[src/design/fba_ram.sv]
module fba_ram #(
	parameter int WIDTH = 8,
	parameter int DEPTH = 256
) (
	input  logic                     clk,
	input  logic                     we,
	input  logic [$clog2(DEPTH)-1:0] waddr,
	input  logic [WIDTH-1:0]         wdata,
	input  logic [$clog2(DEPTH)-1:0] raddr,
	output logic [WIDTH-1:0]         rdata
);

	logic [WIDTH-1:0] mem [DEPTH];

	// Write port and registered read port
	always_ff @(posedge clk) begin
		if (we) begin
			mem[waddr] <= wdata;
		end
		rdata <= mem[raddr];
	end

endmodule

[config.mk]
export PLATFORM = sky130hd
export DESIGN_NAME = fba_ram
export DESIGN_NICKNAME = d
export VERILOG_FILES = /design/src/design/fba_ram.sv
export SDC_FILE = /design/constraint.sdc
export NUM_CORES = 2
export LEC_CHECK = 0
export ABC_AREA = 1
export BUFFER_PORTS_ARGS = -buffer_cell sky130_fd_sc_hd__buf_2
export CORE_MARGIN = 8
export CORE_UTILIZATION = 23
export DETAILED_ROUTE_END_ITERATION = 8
export GPL_TIMING_DRIVEN = 0
export PLACE_DENSITY = 0.48
export SLEW_MARGIN = 10
export SYNTH_ARGS = -nofsm -noshare
export SYNTH_HDL_FRONTEND = slang
export SYNTH_SLANG_ARGS = --single-unit
[constraint.sdc]
create_clock -name clk -period 2.8 [get_ports clk]
set_clock_uncertainty 0.15 [all_clocks]
set_input_delay 0.56 -clock clk [delete_from_list [all_inputs] [get_ports clk]]
set_output_delay 0.56 -clock clk [all_outputs]
set_load 0.02 [all_outputs]
==> results.json <==
{
  "yosysSeqAreaShare_pct": 73.94,
  "fill_cells": 37586,
  "synthMuxAreaShare_pct": 0,
  "synth.distinct_cells": 14,
  "clk_pin_slew_ns": 0.06,
  "timing.fmax_ghz": 0.3264,
  "max_slew_margin_pct": 9.407,
  "placed_cell_area_mm2": 0.09046,
  "hold_violations": 0,
  "portBuffers": 26,
  "path_class": "input pin to flop",
  "stdcell_area_mm2": 0.09815,
  "worst_pin_slew_ns": 1.354,
  "critPathMaxFanout": 10,
  "via_count": 61248,
  "post_drt_wl_per_cell_um": 30.35,
  "drc": 0,
  "ys_seq_elements": 2056,
  "drive_gt1_share_pct": 11.35,
  "core_area_mm2": 0.3617,
  "finalNonFillerCells": 12303,
  "p_total_mw": 68.46,
  "post-route-min-period_ns": 3.064,
  "dp.cells": 11857,
  "yosysMostFrequentCell": "nand2_1",
  "cts_tree": "built",
  "r2r_start": "mem[108][7]",
  "grt_pass1_vias": 56662,
  "synthAdderAreaFrac_pct": 0,
  "drv_cap": 0,
  "hp-class": "input pin to flop",
  "area.sequential_mm2": 0.06166,
  "worstSkewPairLatency_ns": 0.96,
  "hold_path_depth": 1,
  "worstHoldStart": "wdata[7]",
  "synthCells": 7003,
  "via_per_inst": 4.978,
  "fin_nets": 7322,
  "syn_avg_cell_area_um2": 11.91,
  "grt_max_degree": 142,
  "min_to": "mem[100][7]",
  "die_x_um": 618.2,
  "grt_pass1_wl_um": 494000,
  "status": "finished, violations left",
  "arrival_ns": 3.41,
  "min_period_over_period_pct": 109.4,
  "multi_input_comb_area_mm2": 0.01933,
  "synth_top_cells_by_area": "edfxtp_1 (74%), nand3_1 (12%), nand2_1 (9.6%), buf_2 (1.6%), nor2_1 (1.3%)",
  "finalWirelength_um": 373400,
  "gr-total-overflow": 0,
  "finalWorstSetupSlack_ns": -0.2641,
  "crit_required_ns": 3.15,
  "irDropWorstVdd_uv": 681.4,
  "cts_inserted_buffers": 222,
  "ys.flop_type": "edfxtp_1",
  "dpl.hpwl_um": 260000,
  "regToRegSetupSlack_ns": 0.30,
  "synth_edf_count": 2048,
  "gp_congestion": 1.007,
  "crit-reg2reg-capture": "rdata[7]",
  "syn_area_mm2": 0.08340,
  "clkSinkCount": 2056,
  "syn-num-nets": 7029,
  "synth-async-reset-ratio_pct": 0,
  "synth_common_cells": "nand2_1 (2123), edfxtp_1 (2048), nand3_1 (2019)",
  "synth_compound_gate_area_share_pct": 0,
  "failed_checks": "setup timing",
  "synthXorXnorAreaFrac_pct": 0,
  "initial_core_util_pct": 23.06,
  "track_usage_pct": 18.72,
  "io_pins": 34,
  "rr_worst_depth": 10,
  "detail-route-antenna-nets": 0,
  "htree_levels": 4,
  "synth_simple_gate_area_share_pct": 22.95,
  "endpoint_kind": "flop",
  "drt_iter0_drc": 9414,
  "die_h_um": 618.2,
  "power_density_mw_per_mm2": 697.4,
  "rsz0062_at_grt": "yes",
  "maxSlewViolCount": 0,
  "synth_top_family_by_area": "simple AND/OR/NAND/NOR gates",
  "setup_viol": 94,
  "synth_top_area_share_pct": 73.74,
  "dieArea_mm2": 0.3821,
  "first_pass_iters": 6,
  "final_util_pct": 27.14,
  "antenna_found_initial": 34,
  "area_growth_pct": 17.69,
  "rows": 221,
  "synth_top_cell_by_area": "edfxtp_1",
  "clockBufferDepth": 3,
  "crit_path_start_kind": "input pin",
  "p_leak_nw": 33.37,
  "clockRootBuffer": "clkbuf_16",
  "ys_warn_count": 0
}
how the worst max path moves through the flow:
stage                        start           to  slack (ns)  cells after the start
after floorplan                 we  mem[162][0]        0.60                      4
after CTS                 raddr[1]     rdata[5]       0.001                     12
after global routing      waddr[0]  mem[241][7]       -0.17                      8
after global placement    wdata[6]  mem[175][6]       -3.23                      1
after detailed placement  raddr[1]     rdata[6]       -1.70                     12
final                     waddr[0]  mem[241][5]       -0.26                      8
cell type report:
class	count	share of cell area, %
antenna	23	0.05864
buffer	483	2.796
clock buffer	280	5.923
clock inverter	134	1.423
inverter	39	0.1517
multi-input combinational	4425	19.70
sequential	2056	62.82
tap	4794	6.111
timing repair buffer	69	1.022
stage by stage:
| step | worst slack (ns) | hold slack, ns | setup TNS, ns |
|---|---|---|---|
| 5_1_grt | -0.1743 | 0.04358 | -3.729 |
| 3_3_place_gp | -3.231 | 0.8349 | -7166.53 |
| 4_1_cts | 0.0009959 | 0.005003 | 0 |
| 3_5_place_dp | -1.702 | 0.8381 | -942.31 |
| 2_1_floorplan | 0.5985 | 0.5089 | 0 |
| 6_report | -0.2641 | 0.05975 | -9.825 |
worst max-delay path, stage by stage:
cell	delay (ns)
buf_2	0.18
inv_1	0.08
nor2_1	0.09
inv_1	0.10
nor2_1	0.17
nand2_1	0.33
clkbuf_2	0.65
nor2_1	1.22
sequential cells by signal, indices dropped and copies added (netlist names):
name   cells
mem     2048
rdata      8
what timing repair did:
item / CTS / global route
endpoints found under the hold margin: 207 / 1
resized for setup: 77 / 68
setup buffers: 0 / 0
endpoints found under the setup margin: 8 / 63
hold buffers: 7 / 1
routing by layer:
layer	vias up	share of wire [%]	track usage, %
met2	3924	44	28.54
met4	4	6.2	10.01
met1	30970	39	24.10
met5	-	0.0072	0
li1	25503	-	-
met3	847	11	5.225
cell families after synthesis:
kind of cell / after synthesis
buffers and inverters: 522
and+or+nand+nor: 4425
DFF: 2056
report_power, final:
part / leakage [nW] / internal, mW / switching (mW)
logic: 11.4 / 1.05 / 4.21
clock network: 3.47 / 16.3 / 13.0
registers: 18.5 / 33.9 / 0.0205
cells in the final DEF, fill, tap and decap left out, drive strengths merged:
cell type      netlist  layout
dlygate4sd3          0       8
clkinv               0     109
clkbuf             112     415
clkdlybuf4s15        0      12
nand2             2123    2123
diode                0      23
inv                 39      42
edfxtp            2048    2048
nor2               283     283
nand3             2019    2019
clkinvlp             0       6
buf                371     396
dfxtp                8       8
clkdlybuf4s18        0       1
bufinv               0      16
Power figures use the tool's default switching activity.
