## src/design/fba_pkg.sv

```systemverilog
package fba_pkg;

	// Field widths fixed by the item and result formats
	localparam int CMD_W     = 3;
	localparam int FRAME_W   = 16;
	localparam int LIM_W     = 17;
	localparam int HOLD_W    = 8;
	localparam int HOLDERS_W = 9;
	localparam int CNT_W     = 17;
	localparam int CFG_IDX_W = 1;

	// Sizing of the frame store
	localparam int NUM_FRAMES    = 65536;
	localparam int MAP_WORD_BITS = 32;
	localparam int ADDR_FRAMES   = 1 << FRAME_W;
	localparam int EFF_MAX       = (NUM_FRAMES < ADDR_FRAMES) ? NUM_FRAMES : ADDR_FRAMES;
	localparam int MAP_WORDS     = (EFF_MAX + MAP_WORD_BITS - 1) / MAP_WORD_BITS;
	localparam int MAP_AW        = $clog2(MAP_WORDS);
	localparam int BIT_W         = $clog2(MAP_WORD_BITS);
	localparam int HOLD_AW       = $clog2(EFF_MAX);
	localparam int NW_W          = MAP_AW + 1;

	localparam logic [LIM_W-1:0]   EFF_MAX_L     = LIM_W'(EFF_MAX);
	localparam logic [LIM_W-1:0]   LIMIT_RESET   = LIM_W'(65536);
	localparam logic [CNT_W-1:0]   USED_RESET    = CNT_W'(EFF_MAX);
	localparam logic [HOLD_AW:0]   MAP_WORDS_L   = (HOLD_AW + 1)'(MAP_WORDS);
	localparam logic [HOLD_AW-1:0] CLEAR_LAST    = HOLD_AW'(EFF_MAX - 1);
	localparam logic [HOLD_W-1:0]  HOLD_MAX      = 8'hFF;

	// Configuration register indexes
	localparam logic [CFG_IDX_W-1:0] CFG_FRAME_LIMIT  = 1'b0;
	localparam logic [CFG_IDX_W-1:0] CFG_SHARE_ENABLE = 1'b1;

	// Command codes; the two codes above query mean nothing
	typedef enum logic [CMD_W-1:0] {
		CMD_ALLOC   = 3'd0,
		CMD_FREE    = 3'd1,
		CMD_RESERVE = 3'd2,
		CMD_RELEASE = 3'd3,
		CMD_SHARE   = 3'd4,
		CMD_QUERY   = 3'd5
	} cmd_t;

	typedef logic [MAP_WORD_BITS-1:0] map_word_t;

	// One word of the search, as handed to the scan unit
	typedef struct packed {
		map_word_t         data;
		logic [MAP_AW-1:0] word;
		logic              first;
		logic              last;
		logic [BIT_W-1:0]  start_bit;
		logic [LIM_W-1:0]  lim;
	} scan_ctx_t;

	typedef struct packed {
		logic             found;
		map_word_t        onehot;
		logic [LIM_W-1:0] frame;
	} scan_res_t;

endpackage

```

## src/design/fba_scan.sv

```systemverilog
module fba_scan (
	input  fba_pkg::scan_ctx_t ctx,
	output fba_pkg::scan_res_t res
);
	import fba_pkg::*;

	localparam int LW_W = LIM_W - BIT_W;

	logic [LW_W-1:0]  lim_word;
	logic [BIT_W-1:0] lim_rem;
	logic [LW_W-1:0]  word_x;
	map_word_t        lim_mask;
	map_word_t        start_lo;
	map_word_t        pos_mask;
	map_word_t        free_bits;
	map_word_t        lowest;
	logic [BIT_W-1:0] bit_idx;

	assign lim_word = ctx.lim[LIM_W-1:BIT_W];
	assign lim_rem  = ctx.lim[BIT_W-1:0];
	assign word_x   = LW_W'(ctx.word);
	assign start_lo = (map_word_t'(1) << ctx.start_bit) - map_word_t'(1);

	// Keep only frames below the limit
	always_comb begin
		if (word_x < lim_word) begin
			lim_mask = '1;
		end else if (word_x == lim_word) begin
			lim_mask = (map_word_t'(1) << lim_rem) - map_word_t'(1);
		end else begin
			lim_mask = '0;
		end
	end

	// First word starts at the hint, the word revisited after wrap stops short of it
	always_comb begin
		if (ctx.first) begin
			pos_mask = ~start_lo;
		end else if (ctx.last) begin
			pos_mask = start_lo;
		end else begin
			pos_mask = '1;
		end
	end

	// Isolate the lowest free bit and encode it
	assign free_bits = ~ctx.data & lim_mask & pos_mask;
	assign lowest    = free_bits & (~free_bits + map_word_t'(1));

	always_comb begin
		bit_idx = '0;
		for (int b = 0; b < MAP_WORD_BITS; b++) begin
			if (lowest[b]) begin
				bit_idx = bit_idx | BIT_W'(b);
			end
		end
	end

	assign res.found  = |free_bits;
	assign res.onehot = lowest;
	assign res.frame  = LIM_W'({ctx.word, bit_idx});

endmodule

```

## config.mk

```make
export PLATFORM = sky130hd
export DESIGN_NAME = fba_scan
export DESIGN_NICKNAME = d
export VERILOG_FILES = /design/src/design/fba_pkg.sv /design/src/design/fba_scan.sv
export SDC_FILE = /design/constraint.sdc
export NUM_CORES = 1
export LEC_CHECK = 0
export ABC_AREA = 1
export BUFFER_PORTS_ARGS = -buffer_cell sky130_fd_sc_hd__clkbuf_2
export CAP_MARGIN = 20
export CORE_MARGIN = 1.5
export CORE_UTILIZATION = 35
export DETAILED_ROUTE_END_ITERATION = 8
export PLACE_DENSITY_LB_ADDON = 0.2
export SETUP_SLACK_MARGIN = 0.2
export SLEW_MARGIN = 20
export SYNTH_ARGS = -nofsm -noshare
export SYNTH_HDL_FRONTEND = slang
export SYNTH_SLANG_ARGS = --single-unit
```

## constraint.sdc

```tcl
create_clock -name vclk -period 5.9
set_input_delay 0.885 -clock vclk [all_inputs]
set_output_delay 0.885 -clock vclk [all_outputs]
set_load 0.01 [all_outputs]
```

==> results.toml <==
[status]
result_of_the_run = "completed"

[drt]
detailroute.via_count = 5478
drt-pass1-iter-count = 5
detail-route-antenna-nets = 0
drt_drc_violations_left = 0
post_drt_via_cell_ratio = 4.94
drtIter0Drc = 391
wirelength_um = 14100
detail_route.wl_per_cell_um = 12.8

[setup_path]
crit_slowest_cell = "sky130_fd_sc_hd__ha_1"
critical_path_data_required_time_ns = 5.02
worst_path_most_repeated_cell = "sky130_fd_sc_hd__nand2_1"
worst_setup_path_start_kind = "input pin"
slowest_delay_ns = 0.26
cp_data_arrival_time_ns = 3.95
critical_path_peak_fanout = 14
timing_worst_setup_path_type = "in -> out"
worstPathCellList = "clkbuf_2, inv_4, nand2_1, inv_1, nand2_1, ha_1, nand4_2, nor2_2, nand3_1, nand2_1, nand2_1, nand2_1, nor2_2, nor2_1, nand2_1, nor2_2, nand2_1, nor2_1, nand2_1, nand2_1, nor2_1, nand3b_1, clkbuf_2"
end_kind = "output pin"

[floorplanning]
die_height_um = 110
boundaryPins = 117
floorplan.initialDensity = 0.363
die_area_um2 = 12000
rows = 38
fp.dieW_um = 110
core_region_um2 = 11000

[clocking]
count_of_hold_buffers_inserted_by_post_cts_repair = 0
postCtsResizedCells = 0
cts_setup_buffers = 0

[min_path]
timing.hold.worst_path_depth = 2
holdPathEnd = "res[5]"
min_path_type = "in -> out"
source_of_the_worst_hold_timing_path = "ctx[24]"

[final_layout]
antenna_cells_inserted = 0
most-common-layout-cells = "sky130_fd_sc_hd__nand2_1, sky130_fd_sc_hd__nor2_1, sky130_fd_sc_hd__inv_1, sky130_fd_sc_hd__clkbuf_2, sky130_fd_sc_hd__nand3_1"
final_nets = 1050
finalNonFillerCells = 1108
seq_cell_count = 0
proportion_of_layout_cells_with_a_drive_suffix_above_1 = 0.170
layout.filler_cells = 1324
area_growth_pct = 14.0
most_common_cell_after_layout_fill_and_taps_aside = "sky130_fd_sc_hd__nand2_1"
post-route-util = 0.413
seq_area_um2 = 0
clock_buffer_count = 0

[timing]
setup-tns-final_ns = 0
drv_slew = 0
min_period_over_period = 0.820
setup_viol = 0
rsz_0062_raised_after_global_routing = "false"
max_freq_mhz = 207
final.hold.worst_slack_ns = 1.97
worst_slew_pin_slew_ns = 0.644
final.min_clock_period_ns = 4.84
rel_slew_slack = 0.567
hold_violations = 0

[yosys]
syn_area_per_cell_um2 = 4.53
syn-num-nets = 960
yosysSeqAreaShare = 0
synthDistinctLibCells = 34
yosysWarningCount = 0
syn_area_um2 = 3980
synth_cells = 880

[run]
maxCapViolations = 0

[pwr]
switching_share = 0.675
switchingPower_mw = 0.252
p_total_mw = 0.373
leakage_power_nw = 3.04
ir_worst_vdd_v = 0.0000335
power.internal_mw = 0.121
share_seq_of_total_power = 0
combPwrFrac = 1.000
power.density_nw_per_um2 = 82.3
clock_power_share = 0

[global_route]
largest_net_degree_at_the_start_of_global_routing = 31
grt_overflow_total = 0
grt_util_all_layers = 0.239
number_of_antenna_violations_at_the_first_check_in_global_routing = 0
grt_pass1_wl_um = 23000
first_global_vias = 4900

[placement]
detailedPlacementHpwl_um = 12300
place.detailed.instances = 1108
numPortBuffers = 116
globalplace.congestion = 1.02
-- worst max path at each step --
stage / depth (start not counted) / start / to / slack, ns
5_1_grt: 25 / ctx[19] / res[4] / 0.69
2_1_floorplan: 24 / ctx[2] / res[1] / 1.81
3_3_place_gp: 23 / ctx[19] / res[4] / 1.11
3_5_place_dp: 23 / ctx[19] / res[3] / 1.14
6_report: 23 / ctx[19] / res[3] / 1.06
4_1_cts: 23 / ctx[19] / res[3] / 1.13
-- metrics by stage --
step / instance area [um^2] / setup WS (ns)
after floorplan: 3980 / 1.81
after detailed placement: 4540 / 1.14
after CTS: 4540 / 1.13
after global routing: 4540 / 0.688
final: 4540 / 1.06
after global placement: 4540 / 1.11
-- critical path, delay by kind of cell --
kind                       cells  cell delay, ns
and+or+nand+nor               18            2.23
buffers and inverters          4            0.58
adders and majority gates      1            0.26
-- cell families after synthesis --
logic type      share of synthesized area
compound gates                     0.0886
other cells                      0.000942
fa+ha+maj                          0.0408
simple gates                        0.664
buf+inv                             0.205
-- synth_stat cells, types with 9 or more instances --
cell type,number,share of area
sky130_fd_sc_hd__nand4_1,20,0.031
sky130_fd_sc_hd__inv_2,11,0.010
sky130_fd_sc_hd__nor2_1,164,0.15
sky130_fd_sc_hd__nor2_2,25,0.039
sky130_fd_sc_hd__buf_4,17,0.032
sky130_fd_sc_hd__a21oi_1,19,0.024
sky130_fd_sc_hd__o21ai_0,22,0.028
sky130_fd_sc_hd__nand3_1,108,0.14
sky130_fd_sc_hd__ha_1,13,0.041
sky130_fd_sc_hd__nor3_1,16,0.020
sky130_fd_sc_hd__buf_2,9,0.011
sky130_fd_sc_hd__inv_1,145,0.14
sky130_fd_sc_hd__nand2_1,266,0.25
-- cell type report --
cell class | count | area (um^2) | share of cell area
Timing Repair Buffer | 119 | 603 | 0.133
Multi-Input combinational cell | 691 | 3170 | 0.697
Inverter | 158 | 596 | 0.131
Tap cell | 140 | 175 | 0.0386
-- metal layers --
layer,wire length (um),track usage
met1,6570,0.327
met2,6500,0.423
met3,830,0.00533
met4,226,0.0390
met5,0,0
-- power by group through the flow --
stage                     Clock (mW)  Sequential, mW  Combinational [mW]
final                              0               0               0.373
after global routing               0               0               0.425
after floorplan                    0               0               0.272
after detailed placement           0               0               0.367
after CTS                          0               0               0.369
after global placement             0               0               0.368
(Power assumes the default switching activity.)
